<file path="src/sv/tag_fifo_with_cancel_top_assert.svh">
// Assertion macros for the tag queue top level.
// Included by tag_fifo_with_cancel_top.sv; expects clk and rst_n in scope.
`ifndef TAG_FIFO_WITH_CANCEL_TOP_ASSERT_SVH
`define TAG_FIFO_WITH_CANCEL_TOP_ASSERT_SVH

// same-cycle implication
`define TFC_ASSERT_NOW(lbl, ante, cons, msg) \
  lbl: assert property (@(posedge clk) disable iff (!rst_n) (ante) |-> (cons)) \
    else $error(msg);

// next-cycle implication
`define TFC_ASSERT_NEXT(lbl, ante, cons, msg) \
  lbl: assert property (@(posedge clk) disable iff (!rst_n) (ante) |=> (cons)) \
    else $error(msg);

`endif

</file>
<file path="src/sv/tfc_pkg.sv">
// Shared types and constants for the tag queue with cancel.
// No dependencies; imported by tfc_cell and the top level.
`timescale 1ns / 1ps
package tfc_pkg;

  localparam int DEPTH_DEF     = 16;
  localparam int TAG_WIDTH_DEF = 32;

  typedef enum logic [2:0] {
    OP_PUSH   = 3'd0,
    OP_POP    = 3'd1,
    OP_DROP   = 3'd2,
    OP_REMOVE = 3'd3,
    OP_READ   = 3'd4,
    OP_FLUSH  = 3'd5
  } tfc_op_t;

  typedef enum logic [1:0] {
    ST_DONE     = 2'd0,
    ST_NOEFFECT = 2'd1,
    ST_FULL     = 2'd2,
    ST_RANGE    = 2'd3
  } tfc_status_t;

  typedef struct packed {
    logic push;
    logic pop;
    logic remove;
  } tfc_cmd_t;

endpackage

</file>
<file path="src/sv/tag_fifo_with_cancel_top.sv">
// Tag queue with cancel: top level with control, count and output snapshot.
// Depends on tfc_pkg, tfc_cell and tag_fifo_with_cancel_top_assert.svh.
`timescale 1ns / 1ps
// A request is taken on every cycle that start is high; busy stays low, so one
// request per clock is sustained. The result appears on the out_ ports at the
// clock edge after the accepting edge, marked by out_valid for exactly one cycle,
// and must be captured then. The row of cells updates at the accepting edge,
// with the remove search rippling through the row; the next edge registers
// the snapshot of front, back, read tag and count into the output stage.
module tag_fifo_with_cancel_top
  import tfc_pkg::*;
#(
  parameter int DEPTH     = DEPTH_DEF,
  parameter int TAG_WIDTH = TAG_WIDTH_DEF
) (
  input  logic        clk,
  input  logic        rst_n,
  input  logic        start,
  output logic        busy,
  input  logic [2:0]  in_operation,
  input  logic [31:0] in_tag,
  input  logic [3:0]  in_position,
  output logic        out_valid,
  output logic [1:0]  out_status,
  output logic [31:0] out_read_tag,
  output logic [31:0] out_front_tag,
  output logic [31:0] out_back_tag,
  output logic [4:0]  out_occupancy,
  output logic        out_is_empty
);

  localparam int CW = $clog2(DEPTH + 1);
  localparam int PW = (CW > 4) ? CW : 4;

  `include "tag_fifo_with_cancel_top_assert.svh"

  logic                 accept;
  tfc_op_t              op;
  logic [TAG_WIDTH-1:0] req_tag;
  logic                 tag_nz;
  logic                 full;
  logic                 empty;
  logic                 pos_ok;
  tfc_cmd_t             cmd;
  tfc_status_t          status_nxt;

  logic [CW-1:0]        count_r;
  logic [CW-1:0]        count_nxt;

  logic                 v1_r;
  tfc_status_t          status1_r;
  logic                 rdok1_r;
  logic [PW-1:0]        pos1_r;

  logic                 out_valid_r;
  logic [1:0]           out_status_r;
  logic [31:0]          out_read_tag_r;
  logic [31:0]          out_front_tag_r;
  logic [31:0]          out_back_tag_r;
  logic [4:0]           out_occupancy_r;
  logic                 out_is_empty_r;

  logic [TAG_WIDTH-1:0] cell_tag  [DEPTH];
  logic [TAG_WIDTH-1:0] back_part [DEPTH];
  logic [TAG_WIDTH-1:0] read_part [DEPTH];
  logic                 hit [DEPTH+1];
  logic [TAG_WIDTH-1:0] back_or;
  logic [TAG_WIDTH-1:0] read_or;
  logic [63:0]          back_w;
  logic [63:0]          read_w;
  logic [63:0]          front_w;
  logic [31:0]          count_w;

  assign busy    = 1'b0;
  assign accept  = start && !busy;
  assign op      = tfc_op_t'(in_operation);
  assign req_tag = TAG_WIDTH'(in_tag);
  assign tag_nz  = (req_tag != '0);
  assign full    = (count_r >= CW'(DEPTH));
  assign empty   = (count_r == '0);
  assign pos_ok  = (PW'(in_position) < PW'(count_r));

  assign cmd.push   = accept && (op == OP_PUSH) && tag_nz && !full;
  assign cmd.pop    = accept && (op == OP_POP) && !empty;
  assign cmd.remove = accept && (op == OP_REMOVE) && tag_nz;

  assign hit[0] = 1'b0;

  genvar gi;
  generate
    for (gi = 0; gi < DEPTH; gi++) begin : g_cell
      logic [TAG_WIDTH-1:0] nbr;
      if (gi == DEPTH - 1) begin : g_last
        assign nbr = cell_tag[gi];
      end else begin : g_mid
        assign nbr = cell_tag[gi+1];
      end
      tfc_cell #(
        .TAG_WIDTH (TAG_WIDTH),
        .CW        (CW),
        .PW        (PW),
        .IDX       (gi)
      ) u_cell (
        .clk       (clk),
        .cmd       (cmd),
        .count     (count_r),
        .req_tag   (req_tag),
        .nbr_tag   (nbr),
        .hit_in    (hit[gi]),
        .hit_out   (hit[gi+1]),
        .rd_pos    (pos1_r),
        .tag       (cell_tag[gi]),
        .back_part (back_part[gi]),
        .read_part (read_part[gi])
      );
    end
  endgenerate

  always_comb begin
    count_nxt  = count_r;
    status_nxt = ST_NOEFFECT;
    unique case (op)
      OP_PUSH: begin
        if (!tag_nz) begin
          status_nxt = ST_NOEFFECT;
        end else if (full) begin
          status_nxt = ST_FULL;
        end else begin
          status_nxt = ST_DONE;
          count_nxt  = count_r + CW'(1);
        end
      end
      OP_POP, OP_DROP: begin
        if (!empty) begin
          status_nxt = ST_DONE;
          count_nxt  = count_r - CW'(1);
        end
      end
      OP_REMOVE: begin
        if (hit[DEPTH]) begin
          status_nxt = ST_DONE;
          count_nxt  = count_r - CW'(1);
        end
      end
      OP_READ: begin
        status_nxt = pos_ok ? ST_DONE : ST_RANGE;
      end
      OP_FLUSH: begin
        status_nxt = ST_DONE;
        count_nxt  = '0;
      end
      default: begin
        status_nxt = ST_NOEFFECT;
      end
    endcase
  end

  always_ff @(posedge clk) begin
    if (!rst_n) begin
      count_r <= '0;
      v1_r    <= 1'b0;
    end else begin
      v1_r <= accept;
      if (accept) begin
        count_r <= count_nxt;
      end
    end
  end

  always_ff @(posedge clk) begin
    if (accept) begin
      status1_r <= status_nxt;
      rdok1_r   <= (op == OP_READ) && pos_ok;
      pos1_r    <= PW'(in_position);
    end
  end

  always_comb begin
    back_or = '0;
    read_or = '0;
    for (int i = 0; i < DEPTH; i++) begin
      back_or = back_or | back_part[i];
      read_or = read_or | read_part[i];
    end
  end

  assign back_w  = 64'(back_or);
  assign read_w  = rdok1_r ? 64'(read_or) : 64'd0;
  assign front_w = empty ? 64'd0 : 64'(cell_tag[0]);
  assign count_w = 32'(count_r);

  always_ff @(posedge clk) begin
    if (!rst_n) begin
      out_valid_r <= 1'b0;
    end else begin
      out_valid_r <= v1_r;
    end
  end

  always_ff @(posedge clk) begin
    if (v1_r) begin
      out_status_r    <= status1_r;
      out_read_tag_r  <= read_w[31:0];
      out_front_tag_r <= front_w[31:0];
      out_back_tag_r  <= back_w[31:0];
      out_occupancy_r <= count_w[4:0];
      out_is_empty_r  <= empty;
    end
  end

  assign out_valid     = out_valid_r;
  assign out_status    = out_status_r;
  assign out_read_tag  = out_read_tag_r;
  assign out_front_tag = out_front_tag_r;
  assign out_back_tag  = out_back_tag_r;
  assign out_occupancy = out_occupancy_r;
  assign out_is_empty  = out_is_empty_r;

  `TFC_ASSERT_NOW(a_count_bound, 1'b1, count_r <= CW'(DEPTH), "entry count above depth")
  `TFC_ASSERT_NEXT(a_full_hold, accept && (op == OP_PUSH) && full, $stable(count_r),
                   "push to full queue changed count")
  `TFC_ASSERT_NEXT(a_flush_clear, accept && (op == OP_FLUSH), count_r == '0,
                   "flush left entries")
  `TFC_ASSERT_NOW(a_range_zero, out_valid_r && (out_status_r == ST_RANGE),
                  out_read_tag_r == 32'd0, "out of range read returned a tag")

endmodule

</file>
<file path="src/sv/tfc_cell.sv">
// One queue slot: holds a tag, loads on push, shifts from its neighbor on pop/remove.
// Depends on tfc_pkg.
`timescale 1ns / 1ps
module tfc_cell
  import tfc_pkg::*;
#(
  parameter int TAG_WIDTH = TAG_WIDTH_DEF,
  parameter int CW        = 5,
  parameter int PW        = 5,
  parameter int IDX       = 0
) (
  input  logic                 clk,
  input  tfc_cmd_t             cmd,
  input  logic [CW-1:0]        count,
  input  logic [TAG_WIDTH-1:0] req_tag,
  input  logic [TAG_WIDTH-1:0] nbr_tag,
  input  logic                 hit_in,
  output logic                 hit_out,
  input  logic [PW-1:0]        rd_pos,
  output logic [TAG_WIDTH-1:0] tag,
  output logic [TAG_WIDTH-1:0] back_part,
  output logic [TAG_WIDTH-1:0] read_part
);

  logic [TAG_WIDTH-1:0] tag_r;
  logic [TAG_WIDTH-1:0] tag_nxt;
  logic                 in_use;
  logic                 match;
  logic                 load;
  logic                 shift;
  logic                 back_sel;
  logic                 read_sel;

  assign in_use   = CW'(IDX) < count;
  assign match    = cmd.remove && in_use && (tag_r == req_tag);
  assign hit_out  = hit_in || match;
  assign load     = cmd.push && (CW'(IDX) == count);
  assign shift    = cmd.pop || hit_out;
  assign back_sel = (CW'(IDX + 1) == count);
  assign read_sel = (PW'(IDX) == rd_pos);

  always_comb begin
    priority if (load) begin
      tag_nxt = req_tag;
    end else if (shift) begin
      tag_nxt = nbr_tag;
    end else begin
      tag_nxt = tag_r;
    end
  end

  always_ff @(posedge clk) begin
    tag_r <= tag_nxt;
  end

  assign tag       = tag_r;
  assign back_part = tag_r & {TAG_WIDTH{back_sel}};
  assign read_part = tag_r & {TAG_WIDTH{read_sel}};

endmodule
</file>
<file path="config.mk">
export PLATFORM = sky130hd
export DESIGN_NAME = tag_fifo_with_cancel_top
export DESIGN_NICKNAME = d
export VERILOG_FILES = /design/src/sv/tfc_pkg.sv /design/src/sv/tag_fifo_with_cancel_top.sv /design/src/sv/tfc_cell.sv
export VERILOG_INCLUDE_DIRS = /design/src /design/src/sv
export SDC_FILE = /design/constraint.sdc
export NUM_CORES = 2
export LEC_CHECK = 0
export BUFFER_PORTS_ARGS = -buffer_cell sky130_fd_sc_hd__buf_2
export CORE_ASPECT_RATIO = 1.1
export CORE_UTILIZATION = 55
export CTS_BUF_LIST = sky130_fd_sc_hd__clkbuf_8
export DETAILED_ROUTE_END_ITERATION = 16
export HOLD_SLACK_MARGIN = 0.15
export PLACE_DENSITY = 0.79
export SYNTH_ARGS = -nofsm -noshare
export SYNTH_HDL_FRONTEND = slang
export SYNTH_HIERARCHICAL = 1
export SYNTH_SLANG_ARGS = --single-unit
</file>
<file path="constraint.sdc">
create_clock -name clk -period 17.9 [get_ports clk]
set_input_delay 1.79 -clock clk [delete_from_list [all_inputs] [get_ports clk]]
set_output_delay 1.79 -clock clk [all_outputs]
set_load 0.005 [all_outputs]
</file>
======== Yosys cells after proc, flatten, opt, wreduce, memory -nomap -nowiden ========
Index checks and enable logic that the tools add are counted.
Widths: inputs -> output; s select.
word-level totals
  flip-flop bits (word level) ............. 630
  input port bits ......................... 42
  output and inout bits ................... 106
  logic and storage cells ................. 317
cells by class
  add/sub/neg operators ................... 2
  magnitude comparators ................... 18
  equal/unequal tests ..................... 56
  multiplexer cells ....................... 41
  bitwise logic cells ..................... 62
  reductions and logical operators ........ 110
operator list
  cell                number
  $and 32x32->32      32
  $mux 32             30
  $or 32x32->32       30
  $eq 32x32->1        16
  $logic_and 1x1->1   56
  $eq 4x5->1 const A  8
  $lt 4x5->1 const A  8
  $eq 4x4->1 const A  8
  $reduce_bool 32->1  1
  $logic_or 1x1->1    30
  $reduce_bool 2->1   15
  $eq 3x5->1 const A  4
  $lt 3x5->1 const A  4
  $mux 5              4
  $pmux 5 s4          1
  $eq 3x4->1 const A  4
  $eq 2x5->1 const A  2
  $logic_not 5->1     2
  $lt 1x5->1 const A  2
  $lt 2x5->1 const A  2
  $pmux 2 s5          1
  $eq 2x4->1 const A  2
  $eq 3x2->1 const B  2
  $eq 3x3->1 const B  2
  17 further kinds    23

======== Longest topological paths before layout ========
  depth in word-level cells ............... 22
  gate-level depth with buffers ........... 28
  mapped depth without buffers ............ 27

======== By module ========
The synthesis kept the hierarchy.
by module, submodules not included
  module                             instances  cells an instance  area each (µm²)  sequential area each (µm²)
  tag_fifo_with_cancel_top           1          572                6423.7           3473.3
  tfc_cell at g_cell[13].u_cell ...  2          190                2208.4           960.9
  tfc_cell at g_cell[1].u_cell       1          192                2337.2           960.9
  tfc_cell at g_cell[6].u_cell       1          194                2331.0           960.9
  tfc_cell at g_cell[12].u_cell      1          194                2327.2           960.9
  tfc_cell at g_cell[10].u_cell      1          193                2326.0           960.9
  tfc_cell at g_cell[8].u_cell       1          191                2319.7           960.9
  tfc_cell at g_cell[0].u_cell       1          193                2318.5           960.9
  tfc_cell at g_cell[4].u_cell       1          259                2233.4           960.9
  tfc_cell at g_cell[5].u_cell       1          191                2215.9           960.9
  tfc_cell at g_cell[9].u_cell       1          191                2214.6           960.9
  tfc_cell at g_cell[3].u_cell       1          192                2203.4           960.9
  tfc_cell at g_cell[2].u_cell       1          191                2200.9           960.9
  tfc_cell at g_cell[7].u_cell       1          189                2197.1           960.9
  +2 rows                            n/a        n/a                n/a              n/a

======== Worst setup path before layout ========
No wires, ideal clock.
  path kind ............................... input-to-reg
  start point ............................. in in_tag[18]
  end point ............................... reg g_cell[15].u_cell.tag_r[0] (enable)
  library setup time ...................... 0.424 ns
  arrival time ............................ 6.320 ns
  required time ........................... 17.476 ns
  setup slack ............................. 11.156 ns
  stages .................................. 23
  path buffers ............................ 0
  cells stage by stage .................... nor4_1 -> nand4_1 -> nor2_2 -> nor3_1 -> nand2_1 -> nor3_1 -> nand3_1 -> nand2b_1 -> nand2b_1 -> or2_2 -> nand2b_1 -> or2_2 -> nand2b_1 -> nand2b_1 -> or2_1 -> nand2b_1 -> nand2b_1 -> nand2b_1 -> nand2b_1 -> nand2b_1 -> or2_2 -> nand2b_1 -> or4_1
between the ends
  longest elaborated chain between the ends .. 4
RTL lines
  what                            line                            text
  start, declared                 tag_fifo_with_cancel_top.sv:21  input logic [31:0] in_tag,
  $reduce_bool 32->1              tag_fifo_with_cancel_top.sv:78  assign tag_nz = (req_tag != '0);
  $logic_and 1x1->1 (2 in a row)  tag_fifo_with_cancel_top.sv:83  assign cmd.push = accept && (op == OP_PUSH) && tag_nz && !full;
  $logic_and 1x1->1               tfc_cell.sv:37                  assign load = cmd.push && (CW'(IDX) == count);
  end signal, assigned            tfc_cell.sv:53                  tag_r <= tag_nxt;
  end, declared                   tfc_cell.sv:25                  logic [TAG_WIDTH-1:0] tag_r;
Every way passes these cells.
A chain may end at the register's enable or synchronous reset.

==> flow_summary.json <==
{
  "total_leakage_power_uw": 0.0183,
  "intPower_uw": 2720,
  "synth_top_family_by_area": "simple AND/OR/NAND/NOR gates",
  "die_y_um": 293,
  "drt_iter0_drc": 4721,
  "synth_compound_area_share_pct": 1.24,
  "hold_start": "status1_r[0]",
  "cp-start-kind": "primary input",
  "fin_crit_sh_pct": 45.0,
  "ctsResizeCount": 0,
  "p_clk_share_pct": 33.9,
  "relSlewSlack_pct": 7.82,
  "cp_common_cell": "nand2b_1",
  "hold_path.class": "reg -> reg",
  "setup-tns-final_ps": 0,
  "ys_types": 77,
  "grt_pass1_vias": 31870,
  "wl_um": 163000,
  "via_per_inst": 6.65,
  "power_frac_comb_pct": 17.7,
  "postCtsSetupBuffers": 0,
  "cp-end-kind": "register",
  "regArea_um2": 18900,
  "p_switching_uw": 1260,
  "fillers": 6309,
  "hold_buffers": 0,
  "place_area_um2": 44400,
  "post-route-util_pct": 61.1,
  "status": "finished, final reports clean",
  "synth-edff-count": 623,
  "start_util_pct": 55.8,
  "dr.pass1.iters": 6,
  "hold_violations": 0,
  "num_io_pins": 148,
  "critical_path_required_ps": 18540,
  "ant_nets": 0,
  "cts_buffers": 109,
  "die_x_um": 267,
  "ys_seq_area_share_pct": 44.4,
  "syn-cell-area_um2": 42400,
  "clock_path_buffers": 3,
  "cp_data_arrival_time_ps": 8690,
  "overflow": 0,
  "synthXorXnorAreaFrac_pct": 10.6,
  "gp_congestion": 1.01,
  "r2r-start": "count_r[4]",
  "port_buffers": 146,
  "synth_ff_type": "edfxtp_1",
  "yosys_warnings": 6,
  "area_growth_pct": 9.65,
  "rows": 106,
  "routedWlPerCell_um": 32.5,
  "maxSlewViolCount": 0,
  "crit_type": "in -> reg",
  "ys_ff_latch": 630,
  "skew_ps": 53.1,
  "async_reset_ff_share_pct": 0,
  "drc": 0,
  "hpwl_um": 112000,
  "synthMuxAreaShare_pct": 14.4,
  "cts_root_buf": "clkbuf_8",
  "final_common_cell": "and2_1",
  "nets": 3941,
  "max_freq_mhz": 124,
  "worst_pin_slew_ps": 1370,
  "syn_inst": 3704,
  "grt_use_total_pct": 41.2,
  "tritoncts": "built",
  "clock_latency_ps": 800,
  "crit_fanout": 33,
  "rsz0062_at_grt": "false",
  "finalInstanceArea_um2": 46500,
  "multi_input_area_um2": 22800,
  "slowest_stage": "nor4_2",
  "via_count": 33342,
  "fin_crit_ps": 8050,
  "power.share.sequential_pct": 48.4,
  "coreArea_um2": 76100,
  "clk_pin_slew_ps": 70,
  "synthSimpleGateAreaFrac_pct": 26.5,
  "antenna_found_initial": 9,
  "worstSetupStartpoint": "in_tag[17]",
  "slowest_delay_ps": 710,
  "finalSetupViolCount": 0,
  "pwr_density_cell_nw_per_um2": 85.4,
  "layout-drive-gt1-share_pct": 23.4,
  "yosys.area.top_type": "edfxtp_1",
  "synth_top_area_share_pct": 44.1,
  "cts_max_level": 3,
  "peakVddDrop_mv": 0.0632,
  "synth_area_leaders": "edfxtp_1 (44%), and2_1 (12%), mux2_2 (7.7%)",
  "final_cell_mix": "and2_1 (830), edfxtp_1 (623), nor4_1 (333), mux2_2 (290), xor2_1 (261)",
  "maxCapViolCount": 0,
  "synth_area_per_cell_um2": 11.5,
  "dieArea_um2": 78300,
  "netSwitchingFraction_pct": 31.7,
  "grt_max_degree": 110,
  "synth_fa_ha_area_share_pct": 0.224,
  "clock-sinks": 630,
  "grt_pass1_wl_um": 230000
}
==> logic make-up after synthesis <==
group	Yosys count
compound gates	64
other cells	1
xor+xnor	515
flops	630
buf+inv	191
mux	484
simple gates	1812
fa+ha+maj	7
==> per-stage QoR <==
step                      instances  hold WS (ps)  total power [uW]  setup slack (ps)
after floorplan                3722           400              2260             11160
after global placement         4807           437              2600              9210
after detailed placement       4807           459              2610              9160
after CTS                      5007           488              3940              9930
after global routing           5008           500              4050              9870
final                          5011           491              3970              9850
==> path summary, 6_finish.rpt <==
path	slack [ps]	cells after the start	endpoint
worst max register to register	11670	25	count_r[4]
worst max-delay path	9850	30	count_r[4]
worst min register to register	490	0	out_status[0]
worst min-delay path	490	0	out_status[0]
==> sequential cells by signal, summed over array words and instances (netlist names) <==
signal,flops
status1_r,2
g_cell.u_cell/tag,512
out_occupancy,5
out_read_tag,32
out_is_empty,1
pos1_r,4
out_valid,1
out_front_tag,32
out_back_tag,32
v1_r,1
out_status,2
rdok1_r,1
count_r,5
==> critical path: cells and delay by family <==
kind | cells | cell delay (ps)
AO/OA/AOI/OAI | 2 | 400
AND/OR/NAND/NOR | 25 | 5800
buffers and inverters | 3 | 630
==> area by class of cell <==
cell class                 count  share of cell area (%)
antenna                        4                  0.0215
timing repair buffer         239                    3.10
sequential                   630                    40.5
tap                         1026                    2.76
clock buffer                 110                    3.25
inverter                      11                  0.0914
clock inverter                90                    1.31
multi-input combinational   2901                    48.9
==> routing by layer <==
layer / wire length [um] / share of wire, % / up-vias / GRT usage (%)
met5: 78 / 0.048 / - / 0
met4: 12600 / 7.8 / 12 / 25.5
met1: 56900 / 35 / 16220 / 50.9
met2: 72800 / 45 / 2534 / 64.1
met3: 20300 / 12 / 612 / 11.0
li1: - / - / 13964 / -
==> power groups by stage <==
stage	clock network, uW	logic (uW)	registers (uW)
2_1_floorplan	0	364	1890
3_3_place_gp	0	658	1950
3_5_place_dp	0	666	1950
4_1_cts	1350	669	1920
5_1_grt	1400	717	1930
6_report	1350	705	1920
==> cells in the mapped netlist (7+ instances only) <==
library cell and n:
clkbuf_1 124, nand3_1 31, nor2_1 26, and2_1 830
and3_1 230, xor2_1 261, nand4_1 104, a41oi_1 33
xnor2_1 254, mux2_1 16, nor3_1 25, nor4_1 344
inv_1 10, mux2_2 290, buf_6 41, edfxtp_1 623
nand2_1 125, dfxtp_1 7, nand2b_1 21, mux2_4 174
Power figures use the tool's default switching activity.
